==> src/rtl/quaternion_key_decode_validate_unit_defines.svh <==
// Assertion macros shared by the quaternion key decode and validate RTL.
`ifndef QUATERNION_KEY_DECODE_VALIDATE_UNIT_DEFINES_SVH
`define QUATERNION_KEY_DECODE_VALIDATE_UNIT_DEFINES_SVH

// Same-cycle implication, checked on every rising edge outside reset.
`define QKDV_ASSERT_NOW(name, ante, cons, msg) \
  name: assert property (@(posedge clk) disable iff (rst) (ante) |-> (cons)) \
    else $error(msg);

// Next-cycle implication, checked on every rising edge outside reset.
`define QKDV_ASSERT_NEXT(name, ante, cons, msg) \
  name: assert property (@(posedge clk) disable iff (rst) (ante) |=> (cons)) \
    else $error(msg);

`endif

==> src/rtl/qkdv_pkg.sv <==
// Types, constants and the microcode program of the quaternion key decoder.
`default_nettype none

package qkdv_pkg;

  // Track store geometry.
  localparam int TRACKS = 256;
  localparam int SLOT_W = $clog2(TRACKS);
  localparam int ROT_W  = 64;

  // Small-component decode: magnitude * 23170 (0.7071 in Q1.15), rounded.
  localparam logic [14:0] DEC_SCALE = 15'd23170;
  localparam logic [14:0] DEC_ROUND = 15'd16383;
  localparam logic [14:0] DEC_DIV   = 15'd32767;

  // Limits with 30 fraction bits (Q1.30 for ONE_Q30 and SUM_LIMIT); BIG_SLACK and Q15_MAX in Q1.15.
  localparam logic [30:0] ONE_Q30   = 31'h4000_0000;
  localparam logic [30:0] SUM_LIMIT = 31'd805413742;
  localparam logic [15:0] BIG_SLACK = 16'd3;
  localparam logic signed [33:0] DOT_LIMIT = -34'sd214748;
  localparam logic [14:0] Q15_MAX   = 15'h7fff;

  // Half-float exponent field that marks infinity or NaN.
  localparam logic [4:0] HALF_EXP_ONES = 5'h1f;

  typedef enum logic [2:0] {
    ST_OK   = 3'd0,
    ST_SUM  = 3'd1,
    ST_BIG  = 3'd2,
    ST_FLIP = 3'd3,
    ST_NAN  = 3'd4
  } status_t;

  // Datapath operations, one per microcode step.
  typedef enum logic [3:0] {
    OP_NOP,
    OP_MUL,
    OP_DIV,
    OP_SQR,
    OP_CHKSUM,
    OP_SQRT,
    OP_BIG,
    OP_CHKBIG,
    OP_DOTMUL,
    OP_DOTACC,
    OP_CHKDOT,
    OP_HALF,
    OP_FINISH
  } op_t;

  // Jump conditions of the sequencer.
  typedef enum logic [2:0] {
    JC_NONE,
    JC_ALWAYS,
    JC_CNT2,
    JC_CNT3,
    JC_SQRT,
    JC_FAIL,
    JC_FAIL_FIRST
  } jc_t;

  localparam int UPC_W = 4;

  // Program addresses.
  localparam logic [UPC_W-1:0] UA_MUL     = 4'd0;
  localparam logic [UPC_W-1:0] UA_SQRT    = 4'd4;
  localparam logic [UPC_W-1:0] UA_DOTMUL  = 4'd7;
  localparam logic [UPC_W-1:0] UA_HALF    = 4'd10;
  localparam logic [UPC_W-1:0] UA_FINISH  = 4'd11;
  localparam logic [UPC_W-1:0] ENTRY_ROT  = UA_MUL;
  localparam logic [UPC_W-1:0] ENTRY_HALF = UA_HALF;

  typedef struct packed {
    op_t              op;
    jc_t              jc;
    logic [UPC_W-1:0] target;
  } ucode_t;

  // Control from the sequencer to the datapath.
  typedef struct packed {
    logic start;
    logic rot;
    op_t  op;
  } ctrl_t;

  // Status from the datapath back to the sequencer.
  typedef struct packed {
    logic       fail;
    logic       first;
    logic [1:0] cnt;
    logic       sqrt_last;
  } flags_t;

  // Microcode program: the rotation path starts at address 0, the
  // half-float path at UA_HALF; both end in UA_FINISH.
  function automatic ucode_t ucode_rom(input logic [UPC_W-1:0] addr);
    ucode_t w;
    unique case (addr)
      4'd0:    w = '{op: OP_MUL,    jc: JC_NONE,       target: UA_MUL};
      4'd1:    w = '{op: OP_DIV,    jc: JC_NONE,       target: UA_MUL};
      4'd2:    w = '{op: OP_SQR,    jc: JC_CNT2,       target: UA_MUL};
      4'd3:    w = '{op: OP_CHKSUM, jc: JC_FAIL,       target: UA_FINISH};
      4'd4:    w = '{op: OP_SQRT,   jc: JC_SQRT,       target: UA_SQRT};
      4'd5:    w = '{op: OP_BIG,    jc: JC_NONE,       target: UA_MUL};
      4'd6:    w = '{op: OP_CHKBIG, jc: JC_FAIL_FIRST, target: UA_FINISH};
      4'd7:    w = '{op: OP_DOTMUL, jc: JC_NONE,       target: UA_MUL};
      4'd8:    w = '{op: OP_DOTACC, jc: JC_CNT3,       target: UA_DOTMUL};
      4'd9:    w = '{op: OP_CHKDOT, jc: JC_ALWAYS,     target: UA_FINISH};
      4'd10:   w = '{op: OP_HALF,   jc: JC_NONE,       target: UA_MUL};
      4'd11:   w = '{op: OP_FINISH, jc: JC_NONE,       target: UA_MUL};
      default: w = '{op: OP_FINISH, jc: JC_NONE,       target: UA_MUL};
    endcase
    return w;
  endfunction

endpackage

`default_nettype wire

==> src/rtl/qkdv_datapath.sv <==
// Datapath of the quaternion key decoder, driven one operation per cycle.
`default_nettype none

module qkdv_datapath (
  input  logic                        clk,
  input  qkdv_pkg::ctrl_t             ctrl,
  input  logic [15:0]                 word_a,
  input  logic [15:0]                 word_b,
  input  logic [15:0]                 word_c,
  input  logic [7:0]                  track,
  input  logic                        first_key,
  input  logic [qkdv_pkg::ROT_W-1:0]  prev_rot,
  output logic [qkdv_pkg::SLOT_W-1:0] slot,
  output logic                        ram_we,
  output logic [qkdv_pkg::ROT_W-1:0]  ram_wdata,
  output qkdv_pkg::flags_t            flags,
  output logic [2:0]                  status,
  output logic signed [15:0]          comp_0,
  output logic signed [15:0]          comp_1,
  output logic signed [15:0]          comp_2,
  output logic signed [15:0]          comp_3
);

  function automatic logic [15:0] abs16(input logic signed [15:0] x);
    logic signed [15:0] n;
    n = -x;
    return x[15] ? 16'(n) : 16'(x);
  endfunction

  // Key and working registers.
  logic [47:0]               pk;
  logic                      first_k;
  logic [1:0]                cnt;
  logic                      neg;
  logic [29:0]               prod;
  logic signed [15:0]        v;
  logic signed [15:0]        q [4];
  logic [30:0]               sum;
  logic [30:0]               sx;
  logic [31:0]               root;
  logic [30:0]               bitm;
  logic signed [15:0]        big;
  logic signed [31:0]        pd;
  logic signed [33:0]        acc;
  qkdv_pkg::status_t         st;

  logic [1:0]                largest;
  logic [14:0]               code;
  logic                      neg_c;
  logic [15:0]               two;
  logic [14:0]               mag_c;
  logic [29:0]               prod_c;
  logic [14:0]               quot_t;
  logic [15:0]               quot_s;
  logic [14:0]               quot;
  logic signed [15:0]        quot_sg;
  logic signed [15:0]        v_c;
  logic [1:0]                pos_c;
  logic signed [31:0]        sq;
  logic [31:0]               trial;
  logic                      take;
  logic [14:0]               r15;
  logic signed [15:0]        r_sg;
  logic signed [15:0]        big_c;
  logic [15:0]               big_lim;
  logic                      big_bad;
  logic                      sum_bad;
  logic signed [15:0]        p_sel;
  logic signed [15:0]        q_sel;
  logic signed [31:0]        pd_c;
  logic                      half_bad;
  logic                      st_ok;

  assign largest = pk[1:0];
  assign st_ok   = (st == qkdv_pkg::ST_OK);

  // Select the 15-bit code of the current small component.
  always_comb begin
    case (cnt)
      2'd0:    code = pk[17:3];
      2'd1:    code = pk[32:18];
      default: code = pk[47:33];
    endcase
  end

  // Decode: d = 2*code - 32767, magnitude scaled by 0.7071 and rounded.
  always_comb begin
    neg_c  = ~code[14];
    two    = {code, 1'b0};
    mag_c  = neg_c ? 15'(16'd32767 - two) : 15'(two - 16'd32767);
    prod_c = 30'(mag_c) * 30'(qkdv_pkg::DEC_SCALE) + 30'(qkdv_pkg::DEC_ROUND);
  end

  // Division by 32767 = 2^15 - 1: high part plus one correction step.
  always_comb begin
    quot_t  = prod[29:15];
    quot_s  = {1'b0, quot_t} + {1'b0, prod[14:0]};
    quot    = quot_t + {14'd0, (quot_s >= {1'b0, qkdv_pkg::DEC_DIV})};
    quot_sg = signed'({1'b0, quot});
    v_c     = neg ? -quot_sg : quot_sg;
    pos_c   = cnt + {1'b0, (cnt >= largest)};
  end

  // Square of the last decoded component.
  assign sq = 32'(v) * 32'(v);
  assign sum_bad = (sum > qkdv_pkg::SUM_LIMIT);

  // One step of the bit-pair square root.
  always_comb begin
    trial = root + {1'b0, bitm};
    take  = ({1'b0, sx} >= trial);
  end

  // Rebuilt largest component, saturated and signed.
  always_comb begin
    r15   = (root > 32'(qkdv_pkg::Q15_MAX)) ? qkdv_pkg::Q15_MAX : root[14:0];
    r_sg  = signed'({1'b0, r15});
    big_c = pk[2] ? -r_sg : r_sg;
  end

  // Largest-component check over all four components.
  always_comb begin
    big_lim = abs16(big) + qkdv_pkg::BIG_SLACK;
    big_bad = 1'b0;
    for (int i = 0; i < 4; i++) begin
      if (abs16(q[i]) > big_lim) begin
        big_bad = 1'b1;
      end
    end
  end

  // Dot-product term for the current component.
  always_comb begin
    case (cnt)
      2'd0:    p_sel = signed'(prev_rot[15:0]);
      2'd1:    p_sel = signed'(prev_rot[31:16]);
      2'd2:    p_sel = signed'(prev_rot[47:32]);
      default: p_sel = signed'(prev_rot[63:48]);
    endcase
    q_sel = q[cnt];
    pd_c  = 32'(q_sel) * 32'(p_sel);
  end

  // Half-float words with an all-ones exponent.
  assign half_bad = (pk[14:10] == qkdv_pkg::HALF_EXP_ONES) ||
                    (pk[30:26] == qkdv_pkg::HALF_EXP_ONES) ||
                    (pk[46:42] == qkdv_pkg::HALF_EXP_ONES);

  // Operation registers, one microcode operation per cycle.
  always_ff @(posedge clk) begin
    if (ctrl.start) begin
      pk      <= {word_c, word_b, word_a};
      slot    <= track[qkdv_pkg::SLOT_W-1:0];
      first_k <= first_key;
      cnt     <= 2'd0;
      sum     <= '0;
      acc     <= '0;
      st      <= qkdv_pkg::ST_OK;
      for (int i = 0; i < 4; i++) begin
        q[i] <= '0;
      end
    end else begin
      unique case (ctrl.op)
        qkdv_pkg::OP_MUL: begin
          prod <= prod_c;
          neg  <= neg_c;
        end
        qkdv_pkg::OP_DIV: begin
          v        <= v_c;
          q[pos_c] <= v_c;
        end
        qkdv_pkg::OP_SQR: begin
          sum <= sum + 31'(sq[29:0]);
          cnt <= cnt + 2'd1;
        end
        qkdv_pkg::OP_CHKSUM: begin
          if (sum_bad) begin
            st <= qkdv_pkg::ST_SUM;
          end
          sx   <= qkdv_pkg::ONE_Q30 - sum;
          root <= '0;
          bitm <= qkdv_pkg::ONE_Q30;
        end
        qkdv_pkg::OP_SQRT: begin
          if (take) begin
            sx   <= sx - trial[30:0];
            root <= (root >> 1) + {1'b0, bitm};
          end else begin
            root <= root >> 1;
          end
          bitm <= bitm >> 2;
        end
        qkdv_pkg::OP_BIG: begin
          big        <= big_c;
          q[largest] <= big_c;
        end
        qkdv_pkg::OP_CHKBIG: begin
          if (big_bad) begin
            st <= qkdv_pkg::ST_BIG;
          end
          cnt <= 2'd0;
        end
        qkdv_pkg::OP_DOTMUL: begin
          pd <= pd_c;
        end
        qkdv_pkg::OP_DOTACC: begin
          acc <= acc + 34'(pd);
          cnt <= cnt + 2'd1;
        end
        qkdv_pkg::OP_CHKDOT: begin
          if (acc < qkdv_pkg::DOT_LIMIT) begin
            st <= qkdv_pkg::ST_FLIP;
          end
        end
        qkdv_pkg::OP_HALF: begin
          if (half_bad) begin
            st <= qkdv_pkg::ST_NAN;
          end
        end
        qkdv_pkg::OP_FINISH: begin
          status <= st;
          comp_0 <= st_ok ? q[0] : '0;
          comp_1 <= st_ok ? q[1] : '0;
          comp_2 <= st_ok ? q[2] : '0;
          comp_3 <= st_ok ? q[3] : '0;
        end
        default: begin
        end
      endcase
    end
  end

  // Store the accepted rotation for the track at the end of the program.
  assign ram_we    = (ctrl.op == qkdv_pkg::OP_FINISH) && ctrl.rot && st_ok;
  assign ram_wdata = {q[3], q[2], q[1], q[0]};

  // Flags for the sequencer's jump conditions.
  always_comb begin
    flags.fail = ((ctrl.op == qkdv_pkg::OP_CHKSUM) && sum_bad) ||
                 ((ctrl.op == qkdv_pkg::OP_CHKBIG) && big_bad);
    flags.first     = first_k;
    flags.cnt       = cnt;
    flags.sqrt_last = bitm[0];
  end

endmodule

`default_nettype wire

==> config.mk <==
export PLATFORM = sky130hd
export DESIGN_NAME = qkdv_datapath
export DESIGN_NICKNAME = d
export VERILOG_FILES = /design/src/rtl/quaternion_key_decode_validate_unit_defines.svh /design/src/rtl/qkdv_pkg.sv /design/src/rtl/qkdv_datapath.sv
export SDC_FILE = /design/constraint.sdc
export NUM_CORES = 2
export LEC_CHECK = 0
export BUFFER_PORTS_ARGS = -buffer_cell sky130_fd_sc_hd__buf_4
export CORE_MARGIN = 3
export CORE_UTILIZATION = 60
export DETAILED_ROUTE_END_ITERATION = 12
export PLACE_DENSITY = 0.81
export REMOVE_ABC_BUFFERS = 1
export SYNTH_ARGS = -nofsm -noshare
export SYNTH_HDL_FRONTEND = slang
export SYNTH_SLANG_ARGS = --single-unit
==> constraint.sdc <==
create_clock -name clk -period 14.1 [get_ports clk]
set_input_delay 1.41 -clock clk [delete_from_list [all_inputs] [get_ports clk]]
set_output_delay 1.41 -clock clk [all_outputs]
set_load 0.01 [all_outputs]
# [Word-level counts from Yosys, hierarchy flattened]
# Memory sizes are Yosys's and may differ from the RTL's. A register that Yosys moved wholly into a read port is not among the register bits.
# Index checks and enable logic that the tools add are counted.
[word_totals] reg_bits=383 ram_bits=64 input_bits=128 output_inout_bits=145 elab_cells=144 mem_count=1
[memory_table] name="q" depth=4 word_bits=16 read_ports=5 rd_clocked_by_memory_dff=1 write_ports=4 line="qkdv_datapath.sv:37" text="logic signed [15:0] q [4];"
[op_classes] add_sub_neg=21 mul=3 order_cmp=10 n_eq_ne=22 muxes=42 bitwise=2 reduce_logical=23
[ops] op="16-bit two-way mux" n=9
[ops] op="31-bit case mux with 2 select lines" n=2
[ops] op="16-bit negation" n=5
[ops] op="16-bit > comparator" n=4
[ops] op="32-bit case mux with 2 select lines" n=1
[ops] op="16-bit case mux with 3 select lines" n=1
[ops] op="34-bit by 32-bit adder with 34-bit output" n=1
[ops] op="34-bit by 19-bit less-than comparator with 1-bit output (second input constant)" n=1
[ops] op="31-bit by 31-bit adder with 32-bit output" n=1
[ops] op="32-bit by 31-bit adder with 32-bit output" n=1
[ops] op="31-bit by 32-bit greater-or-equal comparator with 1-bit output" n=1
[ops] op="32-bit by 15-bit > comparator with 1-bit output (second input constant)" n=1
[ops] op="16-bit by 16-bit multiplier with 32-bit output" n=1
[ops] op="32-bit two-way mux" n=1
[ops] op="15-bit negation with 16-bit output" n=2
[ops] op="16-bit OR reduction" n=2
[ops] op="31-bit by 30-bit adder with 31-bit output" n=1
[ops] op="31-bit by 30-bit > comparator with 1-bit output (second input constant)" n=1
[ops] op="31-bit two-way mux" n=1
[ops] op="31-bit subtractor" n=1
[ops] op="31-bit subtractor (first input constant)" n=1
[ops] op="30-bit by 14-bit adder with 30-bit output (second input constant)" n=1
[ops] op="16-bit by 16-bit multiplier with 30-bit output" n=1
[ops] op="15-bit two-way mux" n=2
[ops] op="other kinds (35)" n=80

# [Longest topological paths before layout]
[depth] word_depth=10 ltp_mapped=36 mapped_depth_nobuf=34

# [Worst setup path before layout]
# Ideal clock, no wire load.
[synth_path] path_type="input to register" from="in ctrl[2] (netlist name)" to="reg sx[0] (enable)" setup_ps=467 t_arrival_ps=9292 required_ps=13633 path_slack_ps=4341 stages=3 path_buffers=1 path_cell_list="clkbuf_1 -> nor4b_1 -> a21boi_0"
[synth_via] elab_chain_len=3 elab_cells_between_ends=5 cone_classes="eq/ne: 3; reduce/logical: 2"
[synth_rtl] item="start: declaration" line="qkdv_datapath.sv:6" text="input qkdv_pkg::ctrl_t ctrl,"
[synth_rtl] item="4-bit by 3-bit equality test with 1-bit output" line="qkdv_datapath.sv:163" text="unique case (ctrl.op)"
[synth_rtl] item="2-bit inequality test (no line) or 2-bit nonzero test (tied branches)"
[synth_rtl] item="3-bit AND reduction (no line) *"
[synth_rtl] item="end signal: assignment" line="qkdv_datapath.sv:180" text="sx <= qkdv_pkg::ONE_Q30 - sum;"
[synth_rtl] item="end signal: assignment" line="qkdv_datapath.sv:186" text="sx <= sx - trial[30:0];"
[synth_rtl] item="end: declaration" line="qkdv_datapath.sv:39" text="logic [30:0] sx;"
# Mark *: on every way between the ends. The rest lies on a longest branch, timed or not.
# A chain may end at the register's enable or synchronous reset.

# [Worst setup path in the final report]
[layout_path] from="reg cnt[0]" to="reg prod[29] (data pin)"
[layout_via] elab_chain_len=6 elab_cells_between_ends=8 cone_classes="add/sub: 3; mul: 1; eq/ne: 1; mux: 2; reduce/logical: 1"
[layout_rtl] item="start: declaration" line="qkdv_datapath.sv:33" text="logic [1:0] cnt;"
[layout_rtl] item="start signal: assignment" line="qkdv_datapath.sv:174" text="cnt <= cnt + 2'd1;"
[layout_rtl] item="start signal: assignment" line="qkdv_datapath.sv:208" text="cnt <= cnt + 2'd1;"
[layout_rtl] item="2-bit by 1-bit equality test with 1-bit output or 2-bit zero test (tied branches)" line="qkdv_datapath.sv:79" text="case (cnt)"
[layout_rtl] item="15-bit case mux with 2 select lines *" line="qkdv_datapath.sv:79"
[layout_rtl] item="15-bit subtractor" line="qkdv_datapath.sv:90" text="mag_c = neg_c ? 15'(16'd32767 - two) : 15'(two - 16'd32767);"
[layout_rtl] item="15-bit two-way mux *" line="qkdv_datapath.sv:90"
[layout_rtl] item="15-bit by 14-bit multiplier with 29-bit output *" line="qkdv_datapath.sv:91" text="prod_c = 30'(mag_c) * 30'(qkdv_pkg::DEC_SCALE) + 30'(qkdv_pkg::DEC_ROUND);"
[layout_rtl] item="30-bit by 14-bit adder with 30-bit output *" line="qkdv_datapath.sv:91"
[layout_rtl] item="net prod_c[29]" line="qkdv_datapath.sv:52" text="logic [29:0] prod_c;"
[layout_rtl] item="end signal: assignment" line="qkdv_datapath.sv:165" text="prod <= prod_c;"
[layout_rtl] item="end: declaration" line="qkdv_datapath.sv:35" text="logic [29:0] prod;"
# Mark *: on every way through the listed nets, which the timed path passes. The rest lies on a longest branch.

==> key figures <==
Synthesis
  – Synth Area in Compound Gates: roughly an eighth
  – Main synth FF type: edfxtp_1
  – Simple-Gate Fraction of Synth Area: 14.7%
  – Synthesized area: 0.0502 mm²
  – Sequential share of the synthesized area: 24.4%
  – Xor and xnor area share after synthesis: 7.02%
  – Yosys cell types: 98
  – Mapped Cells: approximately 5,400
  – Main combinational cell family by area after synthesis: adder cells
  – Post-synth EDFFs: 360
  – Syn avg cell area: about 9.3 µm²
  – Post-synthesis adder-cell area fraction: 33.0%
  – Yosys Warn Count: 0
  – Seq cells post-synth: 432
  – Post-synthesis mux area share: between 1 and 1.5%
  – Post-synthesis async set-or-reset flop share: 0%

Run status
  – Status: finished, final reports clean

Clock tree
  – Reg clk slew, reported paths: approximately 0.06 ns
  – Setup bufs post-CTS: 0
  – CTS sink cnt: 432
  – CTS resizes: 0
  – Clock Path Buffers: 3
  – Post-CTS Hold Buffers: 0
  – Worst skew pair latency: 0.64 ns
  – CTS tree: built
  – Max H-tree Level: 2
  – Root buffer cell: clkbuf_16
  – Num CTS Buffers: 50

Floorplan
  – Die Span X: 295 µm
  – I/O Pins: 273
  – Die area: 0.0871 mm²
  – Starting density of the core: 60.8%
  – Core ar.: 0.0825 mm²
  – Row Count: 105
  – Die Ht: 295 µm

Route
  – Vias: 39,600
  – DRT antenna net count: 0
  – Number of detailed-route iterations in the first pass: 6
  – DRT iter0 DRCs: 3,155
  – # DRC: 0
  – Routed Wire Length: roughly 130,000 µm
  – Routed WL per cell: 19.0 µm
  – Drt via density: between 5 and 6

Global routing
  – Largest net degree at the start of global routing: 68
  – Gr usage total: just under 30%
  – First-pass GRT wire length: around 200,000 µm
  – Vias in the first global route: 39,500
  – Grt ovf: 0
  – Initial antenna violation count: 1

Critical path
  – Critical path class: flop to flop
  – Required time worst endpoint: 14.44 ns
  – CP Launch Type: flop
  – Worst Path Arrival: 9.38 ns
  – Crit-path max FO: 18
  – CP endpoint kind: flop

Timing
  – Final setup fails: 0
  – Final Cycle Share: 64.1%
  – RSZ-0062 raised after global routing: no
  – Final hold violation count: 0
  – Worst-margin pin slew: 1.10 ns
  – Max Freq: 111 MHz
  – Max Clock Skew: between 0.05 and 0.06 ns
  – Slew Limit Headroom: between 20% and 30%
  – Worst hold slack: 0.470 ns
  – Final count of pins violating max slew: 0
  – Final TNS setup: 0 ns
  – Fin crit period: 9.04 ns

Layout
  – Area growth syn-to-layout: 9.52%
  – Reg area: ~0.012 mm²
  – Final core occ: 66.6%
  – Most frequent cells in the layout: inv_1, nand2_1, fa_1
  – Final nets: between 6,000 and 7,000
  – N_diodes: 0
  – Footprint of the multi-input gates: 0.0342 mm²
  – Commonest non-fill, non-tap cell in the layout: inv_1
  – # fillers: 6,474
  – Layout cells sized above 1: 8.69%

Place
  – HPWL Detailed: about 100,000 µm
  – IO buf count: 272
  – GP Congestion: 0.931

Job
  – Max cap viols: 0

Min path
  – Worst hold-check path type: flop to flop
synth_stat cells (all sizes together), types with 93 or more instances:
master    n  area share, %
clkbuf  134            1.0
fa      521             21
edfxtp  360             22
nand2   564            4.2
xnor2   264            4.6
o21ai   182            1.8
a21o     93            1.4
inv     796            6.0
ha      491             12
and2    121            1.5
nor2    386            2.9
a21oi   281            2.8
xor2    137            2.4
metrics by stage:
step,instances,area [µm²],setup WS (ns)
global route,6674,54900,4.41
floorplan,5198,49400,4.55
detailed placement,6581,53100,5.07
finish,6674,54900,5.06
CTS,6674,54900,5.04
global placement,6581,53100,5.35
final cells by class:
cell class,instances,area share (%)
Multi-Input combinational cell,3969,62.2
Inverter,797,5.45
Clock inverter,30,0.804
Timing Repair Buffer,313,4.28
Tap cell,1070,2.44
Clock buffer,63,2.50
Sequential cell,432,22.3
state kept, by name, indices dropped and copies added, names as in the netlist, 16 cells and up, named ones only:
signal,count
v,16
comp_0,16
bitm,16
acc,34
comp_2,16
q,64
root,32
pd,32
sum,31
big,16
comp_1,16
sx,31
pk,48
prod,28
comp_3,16
logic make-up after synthesis:
kind of cell	after synthesis
fa+ha+maj	1012
mux	45
flops	432
buf+inv	971
xor+xnor	401
compound gates	944
simple gates	1567
critical path, stage by stage (launching register included):
cell and delay [ns]:
dfxtp_1 0.36, inv_1 0.13, ha_1 0.82, buf_4 0.37, nor2_1 0.25, a21oi_2 0.91
xnor2_1 0.44, ha_1 0.47, fa_1 0.49, inv_1 0.05, fa_1 0.52, inv_1 0.06
fa_1 0.48, ha_1 0.29, inv_1 0.05, fa_1 0.50, inv_1 0.04, ha_1 0.24
or3_1 0.37, o22ai_1 0.18, a31oi_2 0.09, a221o_1 0.40, a2111oi_4 0.38, nor2_1 0.09
xor2_1 0.23, and3b_1 0.23, and4b_1 0.22, xnor2_1 0.07
layer usage:
metal / vias to the layer above / global-route usage (%) / share of wire, %
met4: 0 / 9.39 / 3.5
met3: 295 / 5.02 / 8.3
met1: 19300 / 38.8 / 40
li1: 18400 / - / -
met5: - / 0 / 0
met2: 1579 / 48.6 / 48
path summary, 6_finish.rpt:
path,from,end,slack [ns],depth (start not counted)
max reg2reg,cnt[0],prod[29],5.06,27
min,acc[0],acc[0],0.47,2
min reg2reg,acc[0],acc[0],0.47,2
max,cnt[0],prod[29],5.06,27
Power is not shown: default switching activity piles up to over one toggle a cycle in this logic, so the estimate is an artifact.
